### src/hw/rtl/grn_pkg.sv
package grn_pkg;

   localparam int CoordW = 12;

   localparam logic [1:0] CSR_CELL_SIZE = 2'd0;
   localparam logic [1:0] CSR_GRID_W    = 2'd1;
   localparam logic [1:0] CSR_GRID_H    = 2'd2;

   localparam logic [10:0] GRID_LIMIT = 11'd1024;

   typedef struct packed {
      logic [9:0]  center_x;
      logic [9:0]  center_y;
      logic [15:0] radius;
   } req_type;

   typedef struct packed {
      logic [9:0] cell_x;
      logic [9:0] cell_y;
      logic [1:0] ring;
      logic       radius_clamped;
      logic       last;
   } rsp_type;

   // one candidate cell from the ring walker
   typedef struct packed {
      logic [CoordW-1:0] x;
      logic [CoordW-1:0] y;
      logic [1:0]        ring;
      logic              in_grid;
   } cand_type;

   typedef struct packed {
      logic [1:0] rings;
      logic       clamped;
   } div_res_type;

endpackage

### src/hw/rtl/grn_div.sv
module grn_div #(
   parameter int MAX_RING = 3
) (
   input  logic                      clock,
   input  logic                      reset,
   input  logic                      start,
   input  logic [17:0]               numer,
   input  logic [10:0]               denom,
   input  logic                      zero_div,
   output logic                      done,
   output grn_pkg::div_res_type      res
);

   localparam logic [1:0] MaxRing = 2'(MAX_RING);

   logic                 busy_ff, busy_in;
   logic                 done_ff, done_in;
   logic [17:0]          rem_ff, rem_in;
   logic [1:0]           cnt_ff, cnt_in;
   grn_pkg::div_res_type res_ff, res_in;
   logic                 fits;
   logic                 at_max;

   // repeated subtract, stopping once the quotient reaches the ring limit
   always_comb begin
      fits    = rem_ff >= {7'd0, denom};
      at_max  = cnt_ff == MaxRing;
      busy_in = busy_ff;
      done_in = 1'b0;
      rem_in  = rem_ff;
      cnt_in  = cnt_ff;
      res_in  = res_ff;
      if (start) begin
         busy_in = 1'b1;
         rem_in  = numer;
         cnt_in  = 2'd0;
      end else if (busy_ff) begin
         if (zero_div) begin
            busy_in        = 1'b0;
            done_in        = 1'b1;
            res_in.rings   = MaxRing;
            res_in.clamped = 1'b1;
         end else if (fits && !at_max) begin
            rem_in = rem_ff - {7'd0, denom};
            cnt_in = cnt_ff + 2'd1;
         end else begin
            busy_in        = 1'b0;
            done_in        = 1'b1;
            res_in.clamped = at_max;
            res_in.rings   = at_max ? MaxRing : cnt_ff + 2'd1;
         end
      end
   end

   always_ff @(posedge clock) begin
      if (reset) begin
         busy_ff <= 1'b0;
         done_ff <= 1'b0;
      end else begin
         busy_ff <= busy_in;
         done_ff <= done_in;
      end
      rem_ff <= rem_in;
      cnt_ff <= cnt_in;
      res_ff <= res_in;
   end

   assign done = done_ff;
   assign res  = res_ff;

endmodule

### src/hw/rtl/grn_walk.sv
module grn_walk (
   input  logic                  clock,
   input  logic                  reset,
   input  logic                  start,
   input  logic                  advance,
   input  logic [9:0]            cx,
   input  logic [9:0]            cy,
   input  logic [1:0]            rings,
   input  logic [10:0]           grid_w,
   input  logic [10:0]           grid_h,
   output logic                  active,
   output grn_pkg::cand_type     cand
);

   localparam int CW = grn_pkg::CoordW;

   typedef enum logic [1:0] {
      SIDE_RIGHT,
      SIDE_LEFT,
      SIDE_TOP,
      SIDE_BOTTOM
   } side_type;

   logic               active_ff, active_in;
   logic [1:0]         ring_ff, ring_in;
   side_type           side_ff, side_in;
   logic signed [3:0]  idx_ff, idx_in;
   logic signed [3:0]  ring_s;
   logic signed [3:0]  hi;
   logic [CW-1:0]      cxs, cys, rs, is;
   logic [CW-1:0]      x, y;

   always_comb begin
      ring_s = signed'({2'b00, ring_ff});
      if (side_ff == SIDE_RIGHT || side_ff == SIDE_LEFT) begin
         hi = ring_s;
      end else begin
         hi = ring_s - 4'sd1;
      end

      cxs = {2'b00, cx};
      cys = {2'b00, cy};
      rs  = {{(CW-4){1'b0}}, ring_s};
      is  = {{(CW-4){idx_ff[3]}}, idx_ff};
      unique case (side_ff)
         SIDE_RIGHT: begin
            x = cxs + rs;
            y = cys + is;
         end
         SIDE_LEFT: begin
            x = cxs - rs;
            y = cys + is;
         end
         SIDE_TOP: begin
            x = cxs + is;
            y = cys + rs;
         end
         SIDE_BOTTOM: begin
            x = cxs + is;
            y = cys - rs;
         end
         default: begin
            x = cxs;
            y = cys;
         end
      endcase

      cand.x       = x;
      cand.y       = y;
      cand.ring    = ring_ff;
      // negative coordinates show up as the top bit
      cand.in_grid = !x[CW-1] && !y[CW-1] && (x[10:0] < grid_w) && (y[10:0] < grid_h);

      active_in = active_ff;
      ring_in   = ring_ff;
      side_in   = side_ff;
      idx_in    = idx_ff;
      if (start) begin
         active_in = 1'b1;
         ring_in   = 2'd1;
         side_in   = SIDE_RIGHT;
         idx_in    = -4'sd1;
      end else if (active_ff && advance) begin
         if (idx_ff != hi) begin
            idx_in = idx_ff + 4'sd1;
         end else begin
            unique case (side_ff)
               SIDE_RIGHT: begin
                  side_in = SIDE_LEFT;
                  idx_in  = -ring_s;
               end
               SIDE_LEFT: begin
                  side_in = SIDE_TOP;
                  idx_in  = 4'sd1 - ring_s;
               end
               SIDE_TOP: begin
                  side_in = SIDE_BOTTOM;
                  idx_in  = 4'sd1 - ring_s;
               end
               SIDE_BOTTOM: begin
                  if (ring_ff == rings) begin
                     active_in = 1'b0;
                  end else begin
                     ring_in = ring_ff + 2'd1;
                     side_in = SIDE_RIGHT;
                     idx_in  = -ring_s - 4'sd1;
                  end
               end
               default: begin
                  active_in = 1'b0;
               end
            endcase
         end
      end
   end

   always_ff @(posedge clock) begin
      if (reset) begin
         active_ff <= 1'b0;
      end else begin
         active_ff <= active_in;
      end
      ring_ff <= ring_in;
      side_ff <= side_in;
      idx_ff  <= idx_in;
   end

   assign active = active_ff;

endmodule

### src/hw/rtl/grid_ring_neighbor_cells.sv
// Ring neighbor cell lister. A request beat gives a center cell and a radius in
// meters; the block answers with the center cell and then, ring by ring, every
// in-grid cell of the square rings around it (right column, left column, top
// row, bottom row), one result beat per cycle at best, the last beat marked.
// The ring count is (2*radius + cell_size) / (2*cell_size) + 1, capped at
// MAX_RING, found by a repeated-subtract unit. The ring walker then visits one
// candidate cell per cycle, holding while an in-grid cell waits for the result
// side, 4*r*(r+1) cells for r rings, whether or not they fall inside the grid.
// The request side stalls until the last beat of a request is loaded;
// configuration writes belong in idle time.
module grid_ring_neighbor_cells #(
   parameter int MAX_RING = 3
) (
   input  logic                 clock,
   input  logic                 reset,
   input  logic                 req_valid,
   output logic                 req_stall,
   input  grn_pkg::req_type     req_data,
   output logic                 rsp_valid,
   input  logic                 rsp_stall,
   output grn_pkg::rsp_type     rsp_data,
   input  logic                 csr_we,
   input  logic [1:0]           csr_index,
   input  logic [10:0]          csr_wdata
);

   typedef enum logic [1:0] {
      ST_IDLE,
      ST_DIVIDE,
      ST_SCAN,
      ST_FLUSH
   } state_type;

   state_type             state_ff, state_in;
   logic [9:0]            cell_size_ff;
   logic [10:0]           grid_w_ff;
   logic [10:0]           grid_h_ff;
   grn_pkg::req_type      req_ff, req_in;
   grn_pkg::rsp_type      pend_ff, pend_in;
   grn_pkg::rsp_type      out_ff, out_in;
   logic                  out_valid_ff, out_valid_in;
   logic [1:0]            rings_ff, rings_in;

   logic                  accept;
   logic                  out_free;
   logic                  load_out;
   logic                  walk_start;
   logic                  walk_advance;
   logic                  walk_active;
   grn_pkg::cand_type     cand;
   logic                  div_done;
   grn_pkg::div_res_type  div_res;
   logic [17:0]           numer;
   logic [10:0]           denom;
   logic [10:0]           w_eff;
   logic [10:0]           h_eff;

   assign accept    = req_valid && !req_stall;
   assign req_stall = state_ff != ST_IDLE;
   assign out_free  = !out_valid_ff || !rsp_stall;

   assign numer = {1'b0, req_data.radius, 1'b0} + {8'd0, cell_size_ff};
   assign denom = {cell_size_ff, 1'b0};
   assign w_eff = (grid_w_ff > grn_pkg::GRID_LIMIT) ? grn_pkg::GRID_LIMIT : grid_w_ff;
   assign h_eff = (grid_h_ff > grn_pkg::GRID_LIMIT) ? grn_pkg::GRID_LIMIT : grid_h_ff;

   grn_div #(
      .MAX_RING (MAX_RING)
   ) u_div (
      .clock    (clock),
      .reset    (reset),
      .start    (accept),
      .numer    (numer),
      .denom    (denom),
      .zero_div (cell_size_ff == 10'd0),
      .done     (div_done),
      .res      (div_res)
   );

   grn_walk u_walk (
      .clock   (clock),
      .reset   (reset),
      .start   (walk_start),
      .advance (walk_advance),
      .cx      (req_ff.center_x),
      .cy      (req_ff.center_y),
      .rings   (rings_ff),
      .grid_w  (w_eff),
      .grid_h  (h_eff),
      .active  (walk_active),
      .cand    (cand)
   );

   // the center, then the newest in-grid cell, waits in pend until we know whether it is the last
   always_comb begin
      state_in     = state_ff;
      req_in       = req_ff;
      pend_in      = pend_ff;
      out_in       = out_ff;
      rings_in     = rings_ff;
      load_out     = 1'b0;
      walk_start   = 1'b0;
      walk_advance = 1'b0;
      unique case (state_ff)
         ST_IDLE: begin
            if (accept) begin
               req_in   = req_data;
               state_in = ST_DIVIDE;
            end
         end
         ST_DIVIDE: begin
            if (div_done) begin
               rings_in               = div_res.rings;
               pend_in.cell_x         = req_ff.center_x;
               pend_in.cell_y         = req_ff.center_y;
               pend_in.ring           = 2'd0;
               pend_in.radius_clamped = div_res.clamped;
               pend_in.last           = 1'b0;
               walk_start             = 1'b1;
               state_in               = ST_SCAN;
            end
         end
         ST_SCAN: begin
            if (walk_active) begin
               walk_advance = !cand.in_grid || out_free;
               if (cand.in_grid && out_free) begin
                  load_out       = 1'b1;
                  out_in         = pend_ff;
                  pend_in.cell_x = cand.x[9:0];
                  pend_in.cell_y = cand.y[9:0];
                  pend_in.ring   = cand.ring;
               end
            end else begin
               state_in = ST_FLUSH;
            end
         end
         ST_FLUSH: begin
            if (out_free) begin
               load_out    = 1'b1;
               out_in      = pend_ff;
               out_in.last = 1'b1;
               state_in    = ST_IDLE;
            end
         end
         default: begin
            state_in = ST_IDLE;
         end
      endcase
      out_valid_in = load_out || (out_valid_ff && rsp_stall);
   end

   always_ff @(posedge clock) begin
      if (reset) begin
         state_ff     <= ST_IDLE;
         out_valid_ff <= 1'b0;
         cell_size_ff <= 10'd64;
         grid_w_ff    <= 11'd16;
         grid_h_ff    <= 11'd16;
      end else begin
         state_ff     <= state_in;
         out_valid_ff <= out_valid_in;
         if (csr_we) begin
            unique case (csr_index)
               grn_pkg::CSR_CELL_SIZE: cell_size_ff <= csr_wdata[9:0];
               grn_pkg::CSR_GRID_W:    grid_w_ff    <= csr_wdata;
               grn_pkg::CSR_GRID_H:    grid_h_ff    <= csr_wdata;
               default: ;
            endcase
         end
      end
      req_ff   <= req_in;
      pend_ff  <= pend_in;
      out_ff   <= out_in;
      rings_ff <= rings_in;
   end

   assign rsp_valid = out_valid_ff;
   assign rsp_data  = out_ff;

endmodule

### config.mk
export PLATFORM = sky130hd
export DESIGN_NAME = grid_ring_neighbor_cells
export DESIGN_NICKNAME = d
export VERILOG_FILES = /design/src/hw/rtl/grn_pkg.sv /design/src/hw/rtl/grn_div.sv /design/src/hw/rtl/grn_walk.sv /design/src/hw/rtl/grid_ring_neighbor_cells.sv
export SDC_FILE = /design/constraint.sdc
export NUM_CORES = 1
export LEC_CHECK = 0
export BUFFER_PORTS_ARGS = -buffer_cell sky130_fd_sc_hd__buf_4
export CAP_MARGIN = 20
export CORE_MARGIN = 3
export CORE_UTILIZATION = 45
export DETAILED_ROUTE_END_ITERATION = 16
export PLACE_DENSITY = 0.61
export RECOVER_POWER = 50
export SLEW_MARGIN = 15
export SYNTH_ARGS = -nofsm -noshare
export SYNTH_HDL_FRONTEND = slang
export SYNTH_HIERARCHICAL = 1
export SYNTH_SLANG_ARGS = --single-unit
### constraint.sdc
create_clock -name clock -period 12.3 [get_ports clock]
set_input_delay 0 -clock clock [delete_from_list [all_inputs] [get_ports clock]]
set_output_delay 0 -clock clock [all_outputs]
set_load 0.01 [all_outputs]
**Word-level counts from Yosys, hierarchy flattened**

Cells that the tools add are included.

- Add/subtract/negate cells: 15
- Magnitude comparators: 5
- Equal/unequal tests: 22
- Multiplexer cells: 48
- Bitwise gates (word level): 5
- Reductions and logical operators: 50

Operators by type and width:

| cell | number |
|---|---|
| 24-bit 2-to-1 mux | 4 |
| 18-bit 2-to-1 mux | 4 |
| 12-bit case mux with 3 select lines | 2 |
| 24-bit case mux with 2 select lines | 1 |
| 22-bit 2-to-1 mux | 2 |
| 22-bit case mux with 2 select lines | 1 |
| 11-bit by 4-bit adder with 12-bit output | 2 |
| 10-bit by 2-bit adder with 11-bit output | 2 |
| 11-bit > comparator, second input constant | 2 |
| 11-bit less-than comparator | 2 |
| 11-bit 2-to-1 mux | 2 |
| 10-bit by 2-bit subtractor with 11-bit output | 2 |
| 4-bit AND reduction | 5 |
| 17-bit by 10-bit adder with 18-bit output | 1 |
| 18-bit by 11-bit >= comparator with 1-bit output | 1 |
| 1-bit 2-to-1 mux | 18 |
| 18-bit by 11-bit subtractor with 18-bit output | 1 |
| 2-bit case mux with 4 select lines | 2 |
| 2-bit nonzero test | 8 |
| 2-bit == test, second input constant | 6 |
| 2-bit 2-to-1 mux | 6 |
| 4-bit 2-to-1 mux | 3 |
| 2-bit inequality test, second input constant | 6 |
| 4-bit case mux with 3 select lines | 1 |
| 23 further kinds | 61 |

- Register bits: 138
- Input port bits: 54
- Output and inout bits: 26
- Logic and storage cells: 172

**Logic depth before layout (Yosys ltp)**

Gate-level depths: netlist of the first run.

- Depth in word-level cells: 14
- Gate-level depth with buffers: 23

**Modules after synthesis**

The synthesis of the first run kept the hierarchy.

Modules (own cells, without submodules):

| module | instances | cells an instance | area an instance (µm²) | sequential area each (µm²) |
|---|---|---|---|---|
| grid_ring_neighbor_cells | 1 | 351 | 4,370.4 | 2,772.7 |
| grn_walk | 1 | 464 | 3,372.0 | 180.2 |
| grn_div | 1 | 192 | 1,775.5 | 710.7 |

**Least setup slack after synthesis of the first run**

OpenSTA, ideal clock, no wires.

- Kind: register to register
- Start: reg u_walk.ring_ff[1]
- End: reg pend_ff[10] (netlist name), enable pin
- Setup time: 408 ps
- Data arrival time: 4,843 ps
- Setup slack: 7,049 ps
- Stages on the path, launching flop included: 19
- Period minus slack after synthesis: 5,251 ps
- Cells stage by stage: dfxtp_1 inv_1 fa_1 or3_1 or3_4 nor3_1 xor2_1 nand2_1 o221ai_1 ha_1 a21oi_1 nor2b_1 o21ai_0 o21ai_0 nor4_1 o2111a_1 nor3b_1 a21oi_1 a21oi_1

RTL lines:

| element | line | source |
|---|---|---|
| start, declared | grn_walk.sv:25 | `logic [1:0] ring_ff, ring_in;` |
| start signal, assigned | grn_walk.sv:123 | `ring_ff <= ring_in;` |
| end signal, assigned | grid_ring_neighbor_cells.sv:172 | `pend_ff <= pend_in;` |
| end, declared | grid_ring_neighbor_cells.sv:39 | `grn_pkg::rsp_type pend_ff, pend_in;` |

==> results of run 1 <==
## cells in the final DEF, fill, tap and decap left out, types with 26 or more instances in the layout
cell type and count:
inv_1 73, o21ai_0 45, mux2i_1 26, clkbuf_1 31, ha_1 83, nor2b_1 35
dfxtp_1 48, nor2_1 83, buf_4 35, dlygate4sd3_1 35, nand2_1 83, edfxtp_1 90
a21oi_1 52, xnor2_1 33
## sequential cells by signal, summed over array words and instances, names as in the netlist, 2 cells and up
signal and flops:
rsp_data 24, state_ff 2, u_div/res 3, pend_ff 23
u_walk/idx_ff 4, rings_ff 2, grid_h_ff 11, cell_size_ff 10
u_walk/side_ff 2, req_ff 20, grid_w_ff 11, u_walk/ring_ff 2
u_div/rem_ff 18, u_div/cnt_ff 2
## metrics by stage
| step | setup WS (ns) | hold WS [ns] | area (um^2) |
|---|---|---|---|
| after floorplan | 7.05 | 0.0691 | 9510 |
| after global placement | 7.21 | 0.178 | 10400 |
| after detailed placement | 7.13 | 0.180 | 10400 |
| after CTS | 7.12 | 0.0139 | 11300 |
| after global routing | 6.76 | 0.0587 | 11200 |
| final | 7.16 | 0.0304 | 11200 |
## worst max path at each step
stage,from,endpoint,slack [ns]
6_report,u_walk/ring_ff[1],rsp_data[5],7.16
5_1_grt,u_walk/ring_ff[1],pend_ff[14],6.76
4_1_cts,u_walk/ring_ff[1],rsp_data[10],7.12
3_5_place_dp,u_walk/ring_ff[1],rsp_data[10],7.13
3_3_place_gp,u_walk/ring_ff[1],rsp_data[4],7.21
2_1_floorplan,u_walk/ring_ff[1],pend_ff[10],7.05
## layer usage
| metal | up-vias | GRT usage [%] | wire length, um | part of all wire [%] |
|---|---|---|---|---|
| li1 | 3891 | - | - | - |
| met1 | 3714 | 31.0 | 11500 | 46 |
| met2 | 248 | 35.7 | 11600 | 47 |
| met3 | 17 | 3.14 | 1420 | 5.7 |
| met4 | 0 | 5.98 | 339 | 1.4 |
| met5 | - | 0 | 0 | 0 |
## layout make-up
class | count | share of cell area (%)
clock inverters | 13 | 1.29
flip-flops and latches | 138 | 32.8
multi-input cells | 758 | 48.8
clock buffers | 19 | 3.87
inverters | 74 | 2.48
repair buffers | 119 | 7.80
well taps | 270 | 3.02
## power by group
group          leakage (uW)  switching (uW)  internal [uW]
sequential          0.00124            88.8            651
clock              0.000270             202            300
combinational       0.00288             541            365
## worst max-delay path: stages, from the launching register on
cell,delay [ns]
dfxtp_1,0.57
inv_1,0.30
fa_1,0.52
or3_1,0.42
or3_4,0.37
nor3_1,0.19
xor2_1,0.09
nand2_1,0.08
o221ai_1,0.14
ha_1,0.33
a21oi_1,0.13
nor2b_1,0.06
o21ai_0,0.22
o21ai_0,0.13
nor4_1,0.24
o2111a_1,0.26
nand3_1,0.12
a21oi_2,0.28
buf_4,0.34
==> impl_results.md, run 1 <==
- Peak Freq: 0.194 GHz
- Setup TNS: 0 ns
- Power Density: 192 nW/um^2
- Critical Path Source Type: register
- Fin crit share: 41.8%
- Leakage power: 0.00439 uW
- Hold Crit Class: in2reg
- WS Path Type: reg2reg
- Reg-to-reg startpoint: u_walk/ring_ff[1]
- CTS Buf Count: 17
- Status: finished, violations left
- Hold EP: grid_w_ff[0]
- Initial antenna violation count: 0
- Worst-path clk slew: 0.06 ns
- Worst EP required: 12.39 ns
- Core ar.: 20500 um^2
- Starting DRT DRC Count: 564
- Max VDD drop: 0.0901 mV
- Cts repair resizes: 0
- Area occupied by multi-input gates: 5450 um^2
- Actual slew at the worst max-slew pin: 2.45 ns
- Initial core utilization: 46.4%
- Layout area overhead: 17.6%
- Std-Cell Rows: 52
- Post-Route WL: 24.8 mm
- Clock sinks: 138
- Reg2reg path depth: 18
- Minimum clock period: 5.14 ns
- Cell Area, Synth: 9510 um^2
- Core Util, Final: 54.6%
- Vias: 7870
- Relative slew slack: -63.3%
- RSZ-0062 raised after global routing: no
- Hold depth: 4
- CP max FO: 22
- Placer Congestion: 0.909
- Max Slew Vio Count: 84
- Syn avg cell area: 9.46 um^2
- CTS tree: done
- # setup viols final: 0
- Placed cell count: 1324
- Hold-fix buffers at CTS: 35
- Vias per cell: 5.66
- Power, Total: 2150 uW
- Seq. cell area: 3660 um^2
- Die H: 151 um
- Mean routed wirelength per cell: 17.8 um
- Final Non-Filler Cells: 1391
- Area of the die: 22900 um^2
- Failing checks: max-capacitance violations, max-slew violations
- Fill count: 1918
- Max Root-Sink Buffers: 2
- Pre-antenna DRT Iters: 6
- Critical Path End Type: register
- IO Pins: 80
- Detail Placement HPWL: 18.2 mm
- Clock tree root buffer cell: clkbuf_16
- Layout Nets: 1253
- Drt drc: 0
- Worst reg-to-reg setup slack: 7.16 ns
- DIE WIDTH: 151 um
- Fin. Hold Viols: 0
- Global-route usage over all layers: 22.1%
- Post-CTS setup buffer count: 0
- First-pass GRT wire length: 39.6 mm
- Vias in the first global route: 7395
- Max Cap Viol: 2
- Max H-tree Level: 4
- Worst Path Arrival: 5.23 ns
- Mapped Cells: 1005
- Worst R2R End: rsp_data[5]
- Antenna Cells: 0
- Hold_sp: csr_index[1]
- Port buffer count: 79
- Layout cells sized above 1: 10.7%
- Post-DRT Antenna Nets: 0
- Grt ovf: 0
- Clock Skew: 0.00884 ns
- Clk_lat worst skew: 0.42 ns
- Largest net degree at the start of global routing: 45
- Yosys Warn Count: 6
- Post-Syn Nets: 1150
No activity file was read; power rests on OpenSTA's default activity.
==> inputs of run 2 (changes only) <==
clock period = 5 ns   (was 12.3 ns; I/O delays follow)
==> run 2 against run 1 <==
Net effect: the flow still finishes with violations (max-capacitance violations, max-slew violations); critical path depth is 1 higher; clock power grew to 2.5 times the previous value; fmax is 9.8% higher; die area stayed put; cell area is 2.1% higher; count of clock-buffer cells in the layout stayed put; sequential power is 140% higher; sequential share of layout area is 0.69 points lower; first-iteration DRC count is 4.4% higher; largest cell class unchanged.
==> impl_results.md, run 2 (synthesis results as in run 1) <==
- Vias in the first global route: 7619
- Area of the die: 22900 um^2
- Vias per cell: 5.59
- Worst setup path start: req_ff[26]
- Placer Congestion: 0.932
- Core ar.: 20500 um^2
- Status: finished, violations left
- Most common cell after layout, fill and taps aside: edfxtp_1
- Reg-to-reg startpoint: req_ff[26]
- Clk_lat worst skew: 0.42 ns
- CP Buf/Inv Count: 3
- Max VDD drop: 0.189 mV
- Most Frequent Cell on Critical Path: a21oi_1
- Slowest CP cell: edfxtp_1
- Delay of the slowest critical-path stage: 0.43 ns
- Layout Nets: 1281
- Std-Cell Rows: 52
- Drt drc: 0
- Pre-CTS setup slack: 0.303 ns
- Hold Crit Class: in2reg
- Post-Route WL: 24.4 mm
- Global-route usage over all layers: 22.1%
- Worst path cell trace: inv_1 > ha_1 > inv_1 > fa_1 > or3_1 > xnor2_1 > a221oi_1 > a21oi_1 > ha_1 > a21o_1 > a21o_1 > a21oi_1 > a21oi_1 > nor4_1 > o2111a_2 > nor3b_1 > a21oi_1 > a21oi_2 > buf_4
- Seq. cell area: 3660 um^2
- Peak Freq: 0.214 GHz
- Initial core utilization: 46.4%
- Final WS setup: 0.319 ns
- Grt ovf: 0
- Fin crit share: 93.6%
- Post-DRT Antenna Nets: 0
- Setup TNS: 0 ns
- Clock Skew: 0.0106 ns
- Hold_sp: req_data[12]
- Critical Path End Type: register
- First-pass GRT wire length: 39.5 mm
- Initial antenna violation count: 0
- Detail Placement HPWL: 18.2 mm
- DIE WIDTH: 151 um
- Vias: 7933
- Clock tree root buffer cell: clkbuf_16
- Pre-antenna DRT Iters: 5
- Max Root-Sink Buffers: 2
- Layout cells sized above 1: 12.9%
- Antenna Cells: 0
- WS Path Type: reg2reg
- CTS tree: done
- Relative slew slack: -53.8%
- Leakage power: 0.00454 uW
- Final Non-Filler Cells: 1419
- Layout area overhead: 20.1%
- Failing checks: max-capacitance violations, max-slew violations
- Power Density: 469 nW/um^2
- Top Family by Delay on Critical Path: compound AO/OA/AOI/OAI gates
- Max Cap Viol: 2
- Worst EP required: 5.12 ns
- Critical Path Source Type: register
- Mean routed wirelength per cell: 17.2 um
- Actual slew at the worst max-slew pin: 2.31 ns
- # setup viols final: 0
- Worst Path Arrival: 4.80 ns
- Clock sinks: 138
- Die H: 151 um
- Placed cell count: 1351
- IO Pins: 80
- Minimum clock period: 4.68 ns
- Max H-tree Level: 4
- CP max FO: 10
- Most frequent cells in the layout: edfxtp_1, nor2_1, nand2_1, ha_1, inv_1
- Fin. Hold Viols: 0
- Fill count: 1908
- Starting DRT DRC Count: 589
- RSZ-0062 raised after global routing: no
- Worst-path clk slew: 0.06 ns
- Largest register FFs: 24
- Largest net degree at the start of global routing: 44
- Port buffer count: 79
- Area occupied by multi-input gates: 5460 um^2
- Max Slew Vio Count: 83
- CTS Buf Count: 17
- Post-CTS setup buffer count: 0
## run 2: changes by cell type in the layout (fill, tap and decap cells not counted), sizes merged
| cell | delta |
|---|---|
| buf | +27 |
| clkinvlp | -3 |
| inv | +2 |
| clkinv | +1 |
| dlygate4sd3 | +1 |
## run 2: power by group
group | internal (uW) | total, uW | switching (uW)
clock | 768 | 1280 | 512
sequential | 1600 | 1770 | 168
combinational | 949 | 2310 | 1360
## run 2: path summary, 6_finish.rpt
kind                            to  slack [ns]  depth (start not counted)
setup / recovery       pend_ff[13]        0.32                         19
hold / removal    u_div/rem_ff[13]        0.04                          4
setup reg to reg       pend_ff[13]        0.32                         19
hold reg to reg        rsp_data[9]        0.41                          0
## run 2: repair_timing
action | in CTS | in global routing
setup endpoints to repair | 0 | 52
endpoints found under the hold margin | 54 | 0
hold buffers | 36 | 0
gates resized for setup | 0 | 4
## run 2: per-stage QoR
stage                     hold slack, ns  utilization, %  area, um^2  total power (uW)
after floorplan                   0.0691               -        9520              3380
after global placement             0.180            51.6       10600              4040
after detailed placement           0.179            51.6       10600              4060
after CTS                         0.0183            56.3       11500              5380
after global routing              0.0488            55.7       11400              5750
final                             0.0351            55.7       11400              5360
## run 2: worst reg2reg max path, delay by kind of cell, from the launching register on
family | cells | cell delay, ns
adder cells (fa/ha/maj) | 3 | 0.88
AO/OA/AOI/OAI | 9 | 1.62
AND/OR/NAND/NOR | 3 | 0.92
XOR/XNOR | 1 | 0.14
flip-flops | 1 | 0.43
buffers and inverters | 3 | 0.37
## run 2: cell type report
cell class                 instances  share of cell area, %
multi-input combinational        758                   47.8
sequential                       138                   32.1
tap                              270                   2.96
clock inverter                    13                   1.21
timing repair buffer             147                   9.58
inverter                          74                   2.43
clock buffer                      19                   3.98
## run 2: routing by layer
layer	part of all wire (%)	track usage [%]	vias up
met3	4.4	3.20	28
met5	0	0	-
met4	1.7	6.44	0
li1	-	-	3957
met2	49	38.1	213
met1	45	28.7	3735
